### src/rtl/delimited_frame_receive_queue_assert.svh
// Assertion shorthands shared by the frame queue modules.
// Each one expects signals named clk and rst in the module that uses it.
`ifndef DELIMITED_FRAME_RECEIVE_QUEUE_ASSERT_SVH
`define DELIMITED_FRAME_RECEIVE_QUEUE_ASSERT_SVH

// A condition that holds at every edge outside reset.
`define DFRQ_ASSERT_ALWAYS(label, cond, msg) \
  label: assert property (@(posedge clk) disable iff (rst) (cond)) else $error(msg);

// A consequence that holds in the same cycle as its cause.
`define DFRQ_ASSERT_IMPL(label, ante, cons, msg) \
  label: assert property (@(posedge clk) disable iff (rst) (ante) |-> (cons)) else $error(msg);

// A consequence that holds in the cycle after its cause.
`define DFRQ_ASSERT_NEXT(label, ante, cons, msg) \
  label: assert property (@(posedge clk) disable iff (rst) (ante) |=> (cons)) else $error(msg);

`endif

### src/rtl/dfrq_pkg.sv
package dfrq_pkg;

  localparam int FRAME_MAX = 32;
  localparam int SLOTS     = 8;

  localparam int BYTE_W = 8;
  localparam int LEN_W  = 6;
  localparam int MIN_W  = 5;
  localparam int CNT_W  = $clog2(FRAME_MAX + 1);
  localparam int IDX_W  = $clog2(FRAME_MAX);
  localparam int SLOT_W = $clog2(SLOTS);
  localparam int FW_W   = $clog2(SLOTS + 1);
  localparam int CMP_W  = (CNT_W > MIN_W) ? CNT_W : MIN_W;

  localparam int OUT_TDATA_W = ((BYTE_W + LEN_W + 7) / 8) * 8;
  localparam int OUT_PAD_W   = OUT_TDATA_W - BYTE_W - LEN_W;

  localparam int QDEPTH = 4;
  localparam int QPTR_W = $clog2(QDEPTH);
  localparam int QCNT_W = $clog2(QDEPTH + 1);

  localparam logic [BYTE_W-1:0] START_BYTE = 8'hF1;
  localparam logic [BYTE_W-1:0] END_BYTE   = 8'hF2;
  localparam logic [MIN_W-1:0]  MIN_RESET  = 5'd4;

  localparam logic CMD_RX   = 1'b0;
  localparam logic CMD_READ = 1'b1;

  typedef enum logic [1:0] {
    KIND_DATA,
    KIND_START,
    KIND_END,
    KIND_READ
  } kind_t;

  typedef struct packed {
    kind_t             kind;
    logic [BYTE_W-1:0] data;
  } item_t;

endpackage

### src/rtl/dfrq_front.sv
module dfrq_front (
  input  logic                        clk,
  input  logic                        rst,
  input  logic                        s_axis_tvalid,
  output logic                        s_axis_tready,
  input  logic [dfrq_pkg::BYTE_W-1:0] s_axis_tdata,  // rx_byte
  input  logic                        s_axis_tuser,  // command
  output logic                        q_valid,
  input  logic                        q_ready,
  output dfrq_pkg::item_t             q_item
);
  import dfrq_pkg::*;

  `include "delimited_frame_receive_queue_assert.svh"

  item_t             fifo [QDEPTH];
  logic [QPTR_W-1:0] wr_ptr;
  logic [QPTR_W-1:0] rd_ptr;
  logic [QCNT_W-1:0] count;
  item_t             item_in;
  logic              push;
  logic              pop;

  // Decode the byte once here so the back end only looks at the kind.
  always_comb begin
    item_in.data = s_axis_tdata;
    if (s_axis_tuser == CMD_READ) begin
      item_in.kind = KIND_READ;
    end else if (s_axis_tdata == START_BYTE) begin
      item_in.kind = KIND_START;
    end else if (s_axis_tdata == END_BYTE) begin
      item_in.kind = KIND_END;
    end else begin
      item_in.kind = KIND_DATA;
    end
  end

  assign s_axis_tready = (count != QCNT_W'(QDEPTH));
  assign push          = s_axis_tvalid && s_axis_tready;
  assign q_valid       = (count != '0);
  assign pop           = q_valid && q_ready;
  assign q_item        = fifo[rd_ptr];

  always_ff @(posedge clk) begin
    if (push) begin
      fifo[wr_ptr] <= item_in;
    end
  end

  always_ff @(posedge clk) begin
    if (rst) begin
      wr_ptr <= '0;
      rd_ptr <= '0;
      count  <= '0;
    end else begin
      if (push) begin
        wr_ptr <= (wr_ptr == QPTR_W'(QDEPTH - 1)) ? '0 : wr_ptr + QPTR_W'(1);
      end
      if (pop) begin
        rd_ptr <= (rd_ptr == QPTR_W'(QDEPTH - 1)) ? '0 : rd_ptr + QPTR_W'(1);
      end
      if (push && !pop) begin
        count <= count + QCNT_W'(1);
      end else if (pop && !push) begin
        count <= count - QCNT_W'(1);
      end
    end
  end

  `DFRQ_ASSERT_ALWAYS(a_q_count_range, count <= QCNT_W'(QDEPTH), "queue count past its depth")
  `DFRQ_ASSERT_NEXT(a_q_pop_drains, pop && !push, count == $past(count) - QCNT_W'(1), "pop without push did not drain the queue")

endmodule

### src/rtl/dfrq_back.sv
module dfrq_back (
  input  logic                        clk,
  input  logic                        rst,
  input  logic                        cfg_wen,
  input  logic [dfrq_pkg::MIN_W-1:0]  cfg_wdata,
  input  logic                        q_valid,
  output logic                        q_ready,
  input  dfrq_pkg::item_t             q_item,
  output logic                        out_valid,
  input  logic                        out_ready,
  output logic [dfrq_pkg::BYTE_W-1:0] out_byte,
  output logic [dfrq_pkg::LEN_W-1:0]  out_length,
  output logic                        out_last,
  output logic                        out_empty
);
  import dfrq_pkg::*;

  `include "delimited_frame_receive_queue_assert.svh"

  typedef enum logic [1:0] {
    ST_IDLE,
    ST_COPY,
    ST_READ
  } state_t;

  state_t            state;
  logic [MIN_W-1:0]  min_len;

  // Frame being assembled.
  logic [BYTE_W-1:0] asm_mem [FRAME_MAX];
  logic [BYTE_W-1:0] asm_q;
  logic [CNT_W-1:0]  asm_count;
  logic              in_frame;

  // Ring of stored frames.
  logic [BYTE_W-1:0] slot_mem [SLOTS][FRAME_MAX];
  logic [CNT_W-1:0]  slot_len [SLOTS];
  logic [SLOT_W-1:0] write_slot;
  logic [SLOT_W-1:0] read_slot;
  logic [FW_W-1:0]   frames_waiting;

  // Copy from the assembly buffer into a slot.
  logic [SLOT_W-1:0] cp_slot;
  logic [CNT_W-1:0]  cp_len;
  logic [CNT_W-1:0]  cp_idx;
  logic              cp_wr_valid;
  logic [IDX_W-1:0]  cp_wr_idx;

  // Readout of one slot.
  logic [SLOT_W-1:0] rd_slot;
  logic [CNT_W-1:0]  rd_len;
  logic [IDX_W-1:0]  rd_idx;
  logic              rd_last;

  // Memory read stage, then the output register.
  logic [BYTE_W-1:0] mem_q;
  logic              s1_valid;
  logic [LEN_W-1:0]  s1_len;
  logic              s1_last;
  logic              s1_empty;
  logic              s1_load;
  logic              advance;

  logic              pop;
  logic              store_ok;
  logic              store_frame;
  logic              asm_we;
  logic [IDX_W-1:0]  asm_waddr;
  logic [CNT_W-1:0]  count_inc;
  logic [SLOT_W-1:0] write_slot_inc;
  logic [SLOT_W-1:0] read_slot_inc;

  assign advance = !out_valid || out_ready;

  // A read command is only taken when the output pipe can move, so the
  // empty result always has a place to go.
  assign pop = q_valid && (state == ST_IDLE) && ((q_item.kind != KIND_READ) || advance);
  assign q_ready = (state == ST_IDLE) && ((q_item.kind != KIND_READ) || advance);

  // The read stage takes a new item on a frame byte or on an empty read.
  assign s1_load = advance && ((state == ST_READ) ||
                               (pop && (q_item.kind == KIND_READ) && (frames_waiting == '0)));

  assign count_inc = asm_count + CNT_W'(1);
  assign store_ok  = in_frame && (CMP_W'(asm_count) >= CMP_W'(min_len))
                     && (asm_count < CNT_W'(FRAME_MAX));
  assign store_frame = pop && (q_item.kind == KIND_END) && store_ok;

  assign asm_we = pop && (((q_item.kind == KIND_START) && !in_frame) ||
                          store_frame ||
                          ((q_item.kind == KIND_DATA) && in_frame));
  assign asm_waddr = (q_item.kind == KIND_START) ? '0 : asm_count[IDX_W-1:0];

  assign write_slot_inc = (write_slot == SLOT_W'(SLOTS - 1)) ? '0 : write_slot + SLOT_W'(1);
  assign read_slot_inc  = (read_slot == SLOT_W'(SLOTS - 1)) ? '0 : read_slot + SLOT_W'(1);
  assign rd_last = ((CNT_W'(rd_idx) + CNT_W'(1)) == rd_len);

  always_ff @(posedge clk) begin
    if (asm_we) begin
      asm_mem[asm_waddr] <= q_item.data;
    end
    asm_q <= asm_mem[cp_idx[IDX_W-1:0]];
  end

  always_ff @(posedge clk) begin
    if (cp_wr_valid) begin
      slot_mem[cp_slot][cp_wr_idx] <= asm_q;
    end
    if (advance) begin
      mem_q <= slot_mem[rd_slot][rd_idx];
    end
  end

  always_ff @(posedge clk) begin
    if (store_frame) begin
      slot_len[write_slot] <= count_inc;
    end
  end

  always_ff @(posedge clk) begin
    if (rst) begin
      state          <= ST_IDLE;
      min_len        <= MIN_RESET;
      asm_count      <= '0;
      in_frame       <= 1'b0;
      write_slot     <= '0;
      read_slot      <= '0;
      frames_waiting <= '0;
      cp_wr_valid    <= 1'b0;
      s1_valid       <= 1'b0;
      out_valid      <= 1'b0;
    end else begin
      if (cfg_wen) begin
        min_len <= cfg_wdata;
      end
      cp_wr_valid <= (state == ST_COPY) && (cp_idx != cp_len);

      if (advance) begin
        out_valid  <= s1_valid;
        out_byte   <= s1_empty ? '0 : mem_q;
        out_length <= s1_len;
        out_last   <= s1_last;
        out_empty  <= s1_empty;
        s1_valid   <= s1_load;
      end

      unique case (state)
        ST_IDLE: begin
          if (pop) begin
            case (q_item.kind)
              KIND_START: begin
                if (!in_frame) begin
                  asm_count <= CNT_W'(1);
                  in_frame  <= 1'b1;
                end
              end
              KIND_END: begin
                if (store_ok) begin
                  cp_slot    <= write_slot;
                  cp_len     <= count_inc;
                  cp_idx     <= '0;
                  write_slot <= write_slot_inc;
                  if (frames_waiting != FW_W'(SLOTS)) begin
                    frames_waiting <= frames_waiting + FW_W'(1);
                  end
                  state <= ST_COPY;
                end
                asm_count <= '0;
                in_frame  <= 1'b0;
              end
              KIND_DATA: begin
                if (in_frame) begin
                  // Reaching the size limit without an end byte drops the frame.
                  if (count_inc >= CNT_W'(FRAME_MAX)) begin
                    asm_count <= '0;
                    in_frame  <= 1'b0;
                  end else begin
                    asm_count <= count_inc;
                  end
                end
              end
              default: begin
                if (frames_waiting == '0) begin
                  s1_len   <= '0;
                  s1_last  <= 1'b1;
                  s1_empty <= 1'b1;
                end else begin
                  rd_slot        <= read_slot;
                  rd_len         <= slot_len[read_slot];
                  rd_idx         <= '0;
                  read_slot      <= read_slot_inc;
                  frames_waiting <= frames_waiting - FW_W'(1);
                  state          <= ST_READ;
                end
              end
            endcase
          end
        end
        ST_COPY: begin
          // The final write lands in the cycle that returns to idle.
          if (cp_idx != cp_len) begin
            cp_wr_idx   <= cp_idx[IDX_W-1:0];
            cp_idx      <= cp_idx + CNT_W'(1);
          end else begin
            state <= ST_IDLE;
          end
        end
        ST_READ: begin
          if (advance) begin
            s1_len   <= LEN_W'(rd_len);
            s1_last  <= rd_last;
            s1_empty <= 1'b0;
            rd_idx   <= rd_idx + IDX_W'(1);
            if (rd_last) begin
              state <= ST_IDLE;
            end
          end
        end
        default: begin
          state <= ST_IDLE;
        end
      endcase
    end
  end

  `DFRQ_ASSERT_ALWAYS(a_fw_range, frames_waiting <= FW_W'(SLOTS), "frames waiting past slot count")
  `DFRQ_ASSERT_IMPL(a_open_count, in_frame, (asm_count != '0) && (asm_count < CNT_W'(FRAME_MAX)), "open frame count out of range")
  `DFRQ_ASSERT_IMPL(a_closed_count, !in_frame, asm_count == '0, "closed frame holds bytes")
  `DFRQ_ASSERT_IMPL(a_read_len, state == ST_READ, (rd_len >= CNT_W'(2)) && (rd_len <= CNT_W'(FRAME_MAX)), "stored frame length out of range")
  `DFRQ_ASSERT_NEXT(a_empty_read, pop && (q_item.kind == KIND_READ) && (frames_waiting == '0), s1_valid && s1_empty && s1_last, "empty read gave no empty result")

endmodule

### src/rtl/delimited_frame_receive_queue.sv
// Receive-side frame queue.
// The input stream carries one item per byte received on the serial line
// (tuser low, tdata the byte) or a read command (tuser high). Bytes between a
// start byte 0xF1 and an end byte 0xF2 are assembled into a frame; frames
// that are too short at the end byte or reach 32 bytes without one are
// dropped. Complete frames, delimiters included, go into a ring of 8 slots;
// when the ring is full the newest frame overwrites the slot at the write
// pointer. A read command returns the oldest frame one byte per item with
// its length, tlast on the final byte, or a single item flagged empty.
// Received bytes are taken at one per cycle through a 4-entry queue. A
// completed frame then occupies the storage engine while it is copied into
// its slot, so a byte stream that follows closely backs up into the queue
// and tready drops for that time. A read command passes through the queue to
// the engine, its result through the read stage and the output register; a
// stored frame then follows at one item per cycle. The output register
// stalls the engine while tready is low; nothing is lost. Reset clears the
// pointers, counters and the open frame at once; slot contents are not cleared.
// min_frame_length is written through cfg_wen/cfg_wdata; the user must write it
// only while the block is idle, which the block itself does not enforce.
module delimited_frame_receive_queue (
  input  logic                             clk,
  input  logic                             rst,
  input  logic                             cfg_wen,
  input  logic [dfrq_pkg::MIN_W-1:0]       cfg_wdata,      // min_frame_length
  input  logic                             s_axis_tvalid,
  output logic                             s_axis_tready,
  input  logic [dfrq_pkg::BYTE_W-1:0]      s_axis_tdata,   // rx_byte
  input  logic                             s_axis_tuser,   // command
  output logic                             m_axis_tvalid,
  input  logic                             m_axis_tready,
  output logic [dfrq_pkg::OUT_TDATA_W-1:0] m_axis_tdata,   // frame_byte, frame_length, zeros
  output logic                             m_axis_tlast,   // last
  output logic                             m_axis_tuser    // empty_res
);
  import dfrq_pkg::*;

  logic              q_valid;
  logic              q_ready;
  item_t             q_item;
  logic [BYTE_W-1:0] frame_byte;
  logic [LEN_W-1:0]  frame_length;

  dfrq_front u_front (
    .clk           (clk),
    .rst           (rst),
    .s_axis_tvalid (s_axis_tvalid),
    .s_axis_tready (s_axis_tready),
    .s_axis_tdata  (s_axis_tdata),
    .s_axis_tuser  (s_axis_tuser),
    .q_valid       (q_valid),
    .q_ready       (q_ready),
    .q_item        (q_item)
  );

  dfrq_back u_back (
    .clk        (clk),
    .rst        (rst),
    .cfg_wen    (cfg_wen),
    .cfg_wdata  (cfg_wdata),
    .q_valid    (q_valid),
    .q_ready    (q_ready),
    .q_item     (q_item),
    .out_valid  (m_axis_tvalid),
    .out_ready  (m_axis_tready),
    .out_byte   (frame_byte),
    .out_length (frame_length),
    .out_last   (m_axis_tlast),
    .out_empty  (m_axis_tuser)
  );

  assign m_axis_tdata = {{OUT_PAD_W{1'b0}}, frame_length, frame_byte};

endmodule
### config.mk
export PLATFORM = sky130hd
export DESIGN_NAME = delimited_frame_receive_queue
export DESIGN_NICKNAME = d
export VERILOG_FILES = /design/src/rtl/dfrq_pkg.sv /design/src/rtl/dfrq_front.sv /design/src/rtl/dfrq_back.sv /design/src/rtl/delimited_frame_receive_queue.sv
export VERILOG_INCLUDE_DIRS = /design/src /design/src/rtl
export SDC_FILE = /design/constraint.sdc
export NUM_CORES = 2
export LEC_CHECK = 0
export BUFFER_PORTS_ARGS = -buffer_cell sky130_fd_sc_hd__buf_4
export CAP_MARGIN = 30
export CORE_MARGIN = 2
export CORE_UTILIZATION = 30
export CTS_CLUSTER_DIAMETER = 150
export DETAILED_ROUTE_END_ITERATION = 10
export PLACE_DENSITY_LB_ADDON = 0.15
export SKIP_LAST_GASP = 1
export SLEW_MARGIN = 20
export SYNTH_ARGS = -nofsm -noshare
export SYNTH_HDL_FRONTEND = slang
export SYNTH_SLANG_ARGS = --single-unit
### constraint.sdc
create_clock -name clk -period 6.1 [get_ports clk]
set_input_delay 1.22 -clock clk [delete_from_list [all_inputs] [get_ports clk]]
set_output_delay 1.22 -clock clk [all_outputs]
set_load 0.01 [all_outputs]
==> impl_metrics.toml <==
[run_status]
outcome = "completed"

[global_routing]
vias_in_the_first_global_route = 48306
first_pass_grt_wire_length_mm = 382
grt_start_max_net_pins = 190
grt_antenna_before_repair = 15
globalRoute.totalOverflow = 0
groute.usage.overall_pct = 16.4

[logic_synthesis]
synth_cell_type_count = 77
synth_edf_count = 2458
synth_area_mm2 = 0.0969
postSynthRegisterBits = 2505
yosys_warnings = 0
synthesis.area_per_instance_um2 = 21.1
predominant_post_synthesis_flop_cell = "edfxtp_1"
synth-seq-area-share_pct = 77.2
synth_async_sr_flop_share_pct = 0
syn-instance-count = 4584

[hold_path]
hp_start = "u_back.s1_len[2]"
timing.hold.worst.class = "reg2reg"

[placed_design]
place.detailed.hpwl_mm = 166
port_buffers = 36
gpl.final_weighted_congestion = 0.802
post_placement_cell_area_mm2 = 0.103

[worst_setup_path]
timing.critical_path.from_type = "flop"
critical-path-top-cell-by-count = "buf_4"
slowest_delay_ns = 0.72
crit_path_cell_trace = "buf_4 > nand2_1 > buf_4 > o221ai_1 > o22ai_1 > o32ai_1 > buf_4 > a211oi_1 > nor4_1"
worst_path_max_delay_cell = "dfxtp_4"
critPathRequiredTime_ns = 6.77
arrival_time_reported_for_the_critical_path_endpoint_ns = 4.91
timing.critical_path.fanout_max = 43
crit_path_end_kind = "flop"
worst-setup-path-type = "reg2reg"

[routing]
finalWirelength_mm = 273
m1WireLength_mm = 125
routed.top_layer = "met4"
detailed_router_s_first_iteration_violation_count = 4695
dr.pass1.iters = 7
via_count = 46904
drt_drc_violations_left = 0
antenna_left = 0
drt-wirelength-per-cell_um = 29.2
wire_length_on_met3_mm = 14.4
wl_met2_mm = 127
drt-vias-per-instance = 5.03

[layout]
mostFrequentLayoutCells = "edfxtp_1 (2458), mux4_2 (571), nor2_1 (362)"
drive_gt1_share_pct = 24.2
most_common_cell_after_layout_fill_and_taps_aside = "edfxtp_1"
final.fill_count = 29950
final_nets = 4850
syn2layout_area_growth_pct = 15.1
fin_area_mm2 = 0.112
multi_input_comb_area_mm2 = 0.0208
layout.area.seq_mm2 = 0.0748

[sta]
timing_worst_slew_pin_value_ns = 1.28
min_period_over_period_pct = 69.6
finalHoldViolCount = 0
clock-skew-final_ns = 0.0898
tns_ns = 0
grt_setup_unrepaired = "no"
finalCriticalPeriod_ns = 4.24
maxClockFrequency_mhz = 236
slew_headroom_pct = 14.5
report.final.slew_viol_count = 0
setup_viol = 0

[clock_tree]
postCtsResizedCells = 0
clk_latency_ns = 0.91
postCtsSetupBuffers = 0
clk_root_buffer_cell = "clkbuf_16"
ctsLongestPathBuffers = 4
hold_buffers = 0
worst_setup_hold_path_clk_slew_ns = 0.06
cts_tree = "built"
number_of_levels_the_h_tree_was_split_into = 5
number_of_clock_buffers_inserted_by_tritoncts = 281
cts.sinks = 2505

[pwr]
powerDensity_mw_per_mm2 = 329
max-vdd-ir-drop_uv = 184
cellLeakagePower_uw = 0.0341

[floorplanning]
io_pins = 39
die-area_mm2 = 0.327
die_w_um = 572
number_of_cell_rows = 208
start_util_pct = 30.2
std_cell_core_area_mm2 = 0.321
die_y_um = 572

[run]
cap_viol_max_count = 0
critical path: cells and delay by family (launching register included):
family,cells,cell delay [ns]
simple gates,2,0.42
flops,1,0.72
compound gates,4,1.57
buf+inv,3,1.23
stage by stage:
step / total power, µW / hold slack (ns) / util [%] / setup slack [ns] / instances
6_report: 36700 / 0.419 / 34.7 / 1.86 / 9322
5_1_grt: 37900 / 0.420 / 34.7 / 1.60 / 9322
4_1_cts: 37200 / 0.414 / 34.7 / 1.77 / 9299
3_3_place_gp: 21000 / 0.410 / 31.9 / 1.55 / 8790
2_1_floorplan: 20400 / 0.400 / - / 1.87 / 4585
3_5_place_dp: 21100 / 0.405 / 32.0 / 1.81 / 8809
logic make-up after synthesis:
kind of cell	synth area share [%]
buffers and inverters	1.47
muxes	14.7
other	0.00387
and+or+nand+nor	2.88
adders and majority gates	0.300
xor gates and xnor gates	0.235
AOI/OAI and AO/OA	3.21
DFF	77.2
cell usage after synthesis (6+ instances only):
master,number,area (µm²)
buf_2,53,265
xnor2_1,9,78.8
a22o_1,38,333
mux4_1,8,210
dfxtp_1,47,941
a31oi_1,9,56.3
clkbuf_1,113,424
nor3_1,27,135
mux4_2,568,12800
nor2_1,367,1380
ha_1,20,250
mux2_2,29,327
nand2b_1,14,87.6
and2_1,10,62.6
buf_1,35,131
xor2_1,17,149
a22oi_1,96,721
nand2_1,95,357
buf_6,20,225
inv_1,22,82.6
buf_4,30,225
nor3b_1,9,67.6
o221ai_1,32,280
a211oi_1,16,120
o32ai_1,15,131
o21ai_0,29,145
nand3_1,17,85.1
a221oi_1,42,368
or3_1,6,37.5
o22ai_1,45,282
and3_1,10,62.6
a21oi_1,67,335
mux2i_1,94,941
nor2b_1,22,138
nor4_1,14,87.6
edfxtp_1,2458,73800
state kept, by name (all words and copies together), names as in the netlist, 6 cells and up, named ones only:
signal             count
u_back.asm_count       6
u_back.asm_mem       256
u_back.asm_q           8
u_back.cp_idx          6
u_back.cp_len          6
u_back.mem_q           8
u_back.out_byte        8
u_back.out_length      6
u_back.rd_len          6
u_back.s1_len          6
u_back.slot_len       48
u_back.slot_mem     2048
u_front.fifo          40
routing by layer:
metal / global-route usage [%] / vias to the layer above
met5: 0 / -
met4: 3.91 / 0
met3: 2.76 / 335
met2: 25.8 / 1286
met1: 23.7 / 25664
li1: - / 19619
report_power, final:
part / internal, µW / total [µW] / switching, µW
Clock: 9190 / 16100 / 6870
Sequential: 19200 / 19300 / 135
Combinational: 368 / 1340 / 968
final cells by class:
cell class | instances | area share, %
inverters | 23 | 0.0774
clock inverters | 128 | 0.959
repair buffers | 197 | 1.66
multi-input cells | 1801 | 18.7
flip-flops and latches | 2505 | 67.1
clock buffers | 362 | 6.71
diodes | 1 | 0.00224
well taps | 4305 | 4.83
final timing paths:
check                    endpoint  depth (start not counted)  slack, ns
max reg2reg       u_back.mem_q[5]                          9       1.86
min reg2reg  u_back.out_length[2]                          0       0.42
max               u_back.mem_q[5]                          9       1.86
min          u_back.out_length[2]                          0       0.42
No activity file was read; power rests on OpenSTA's default activity.
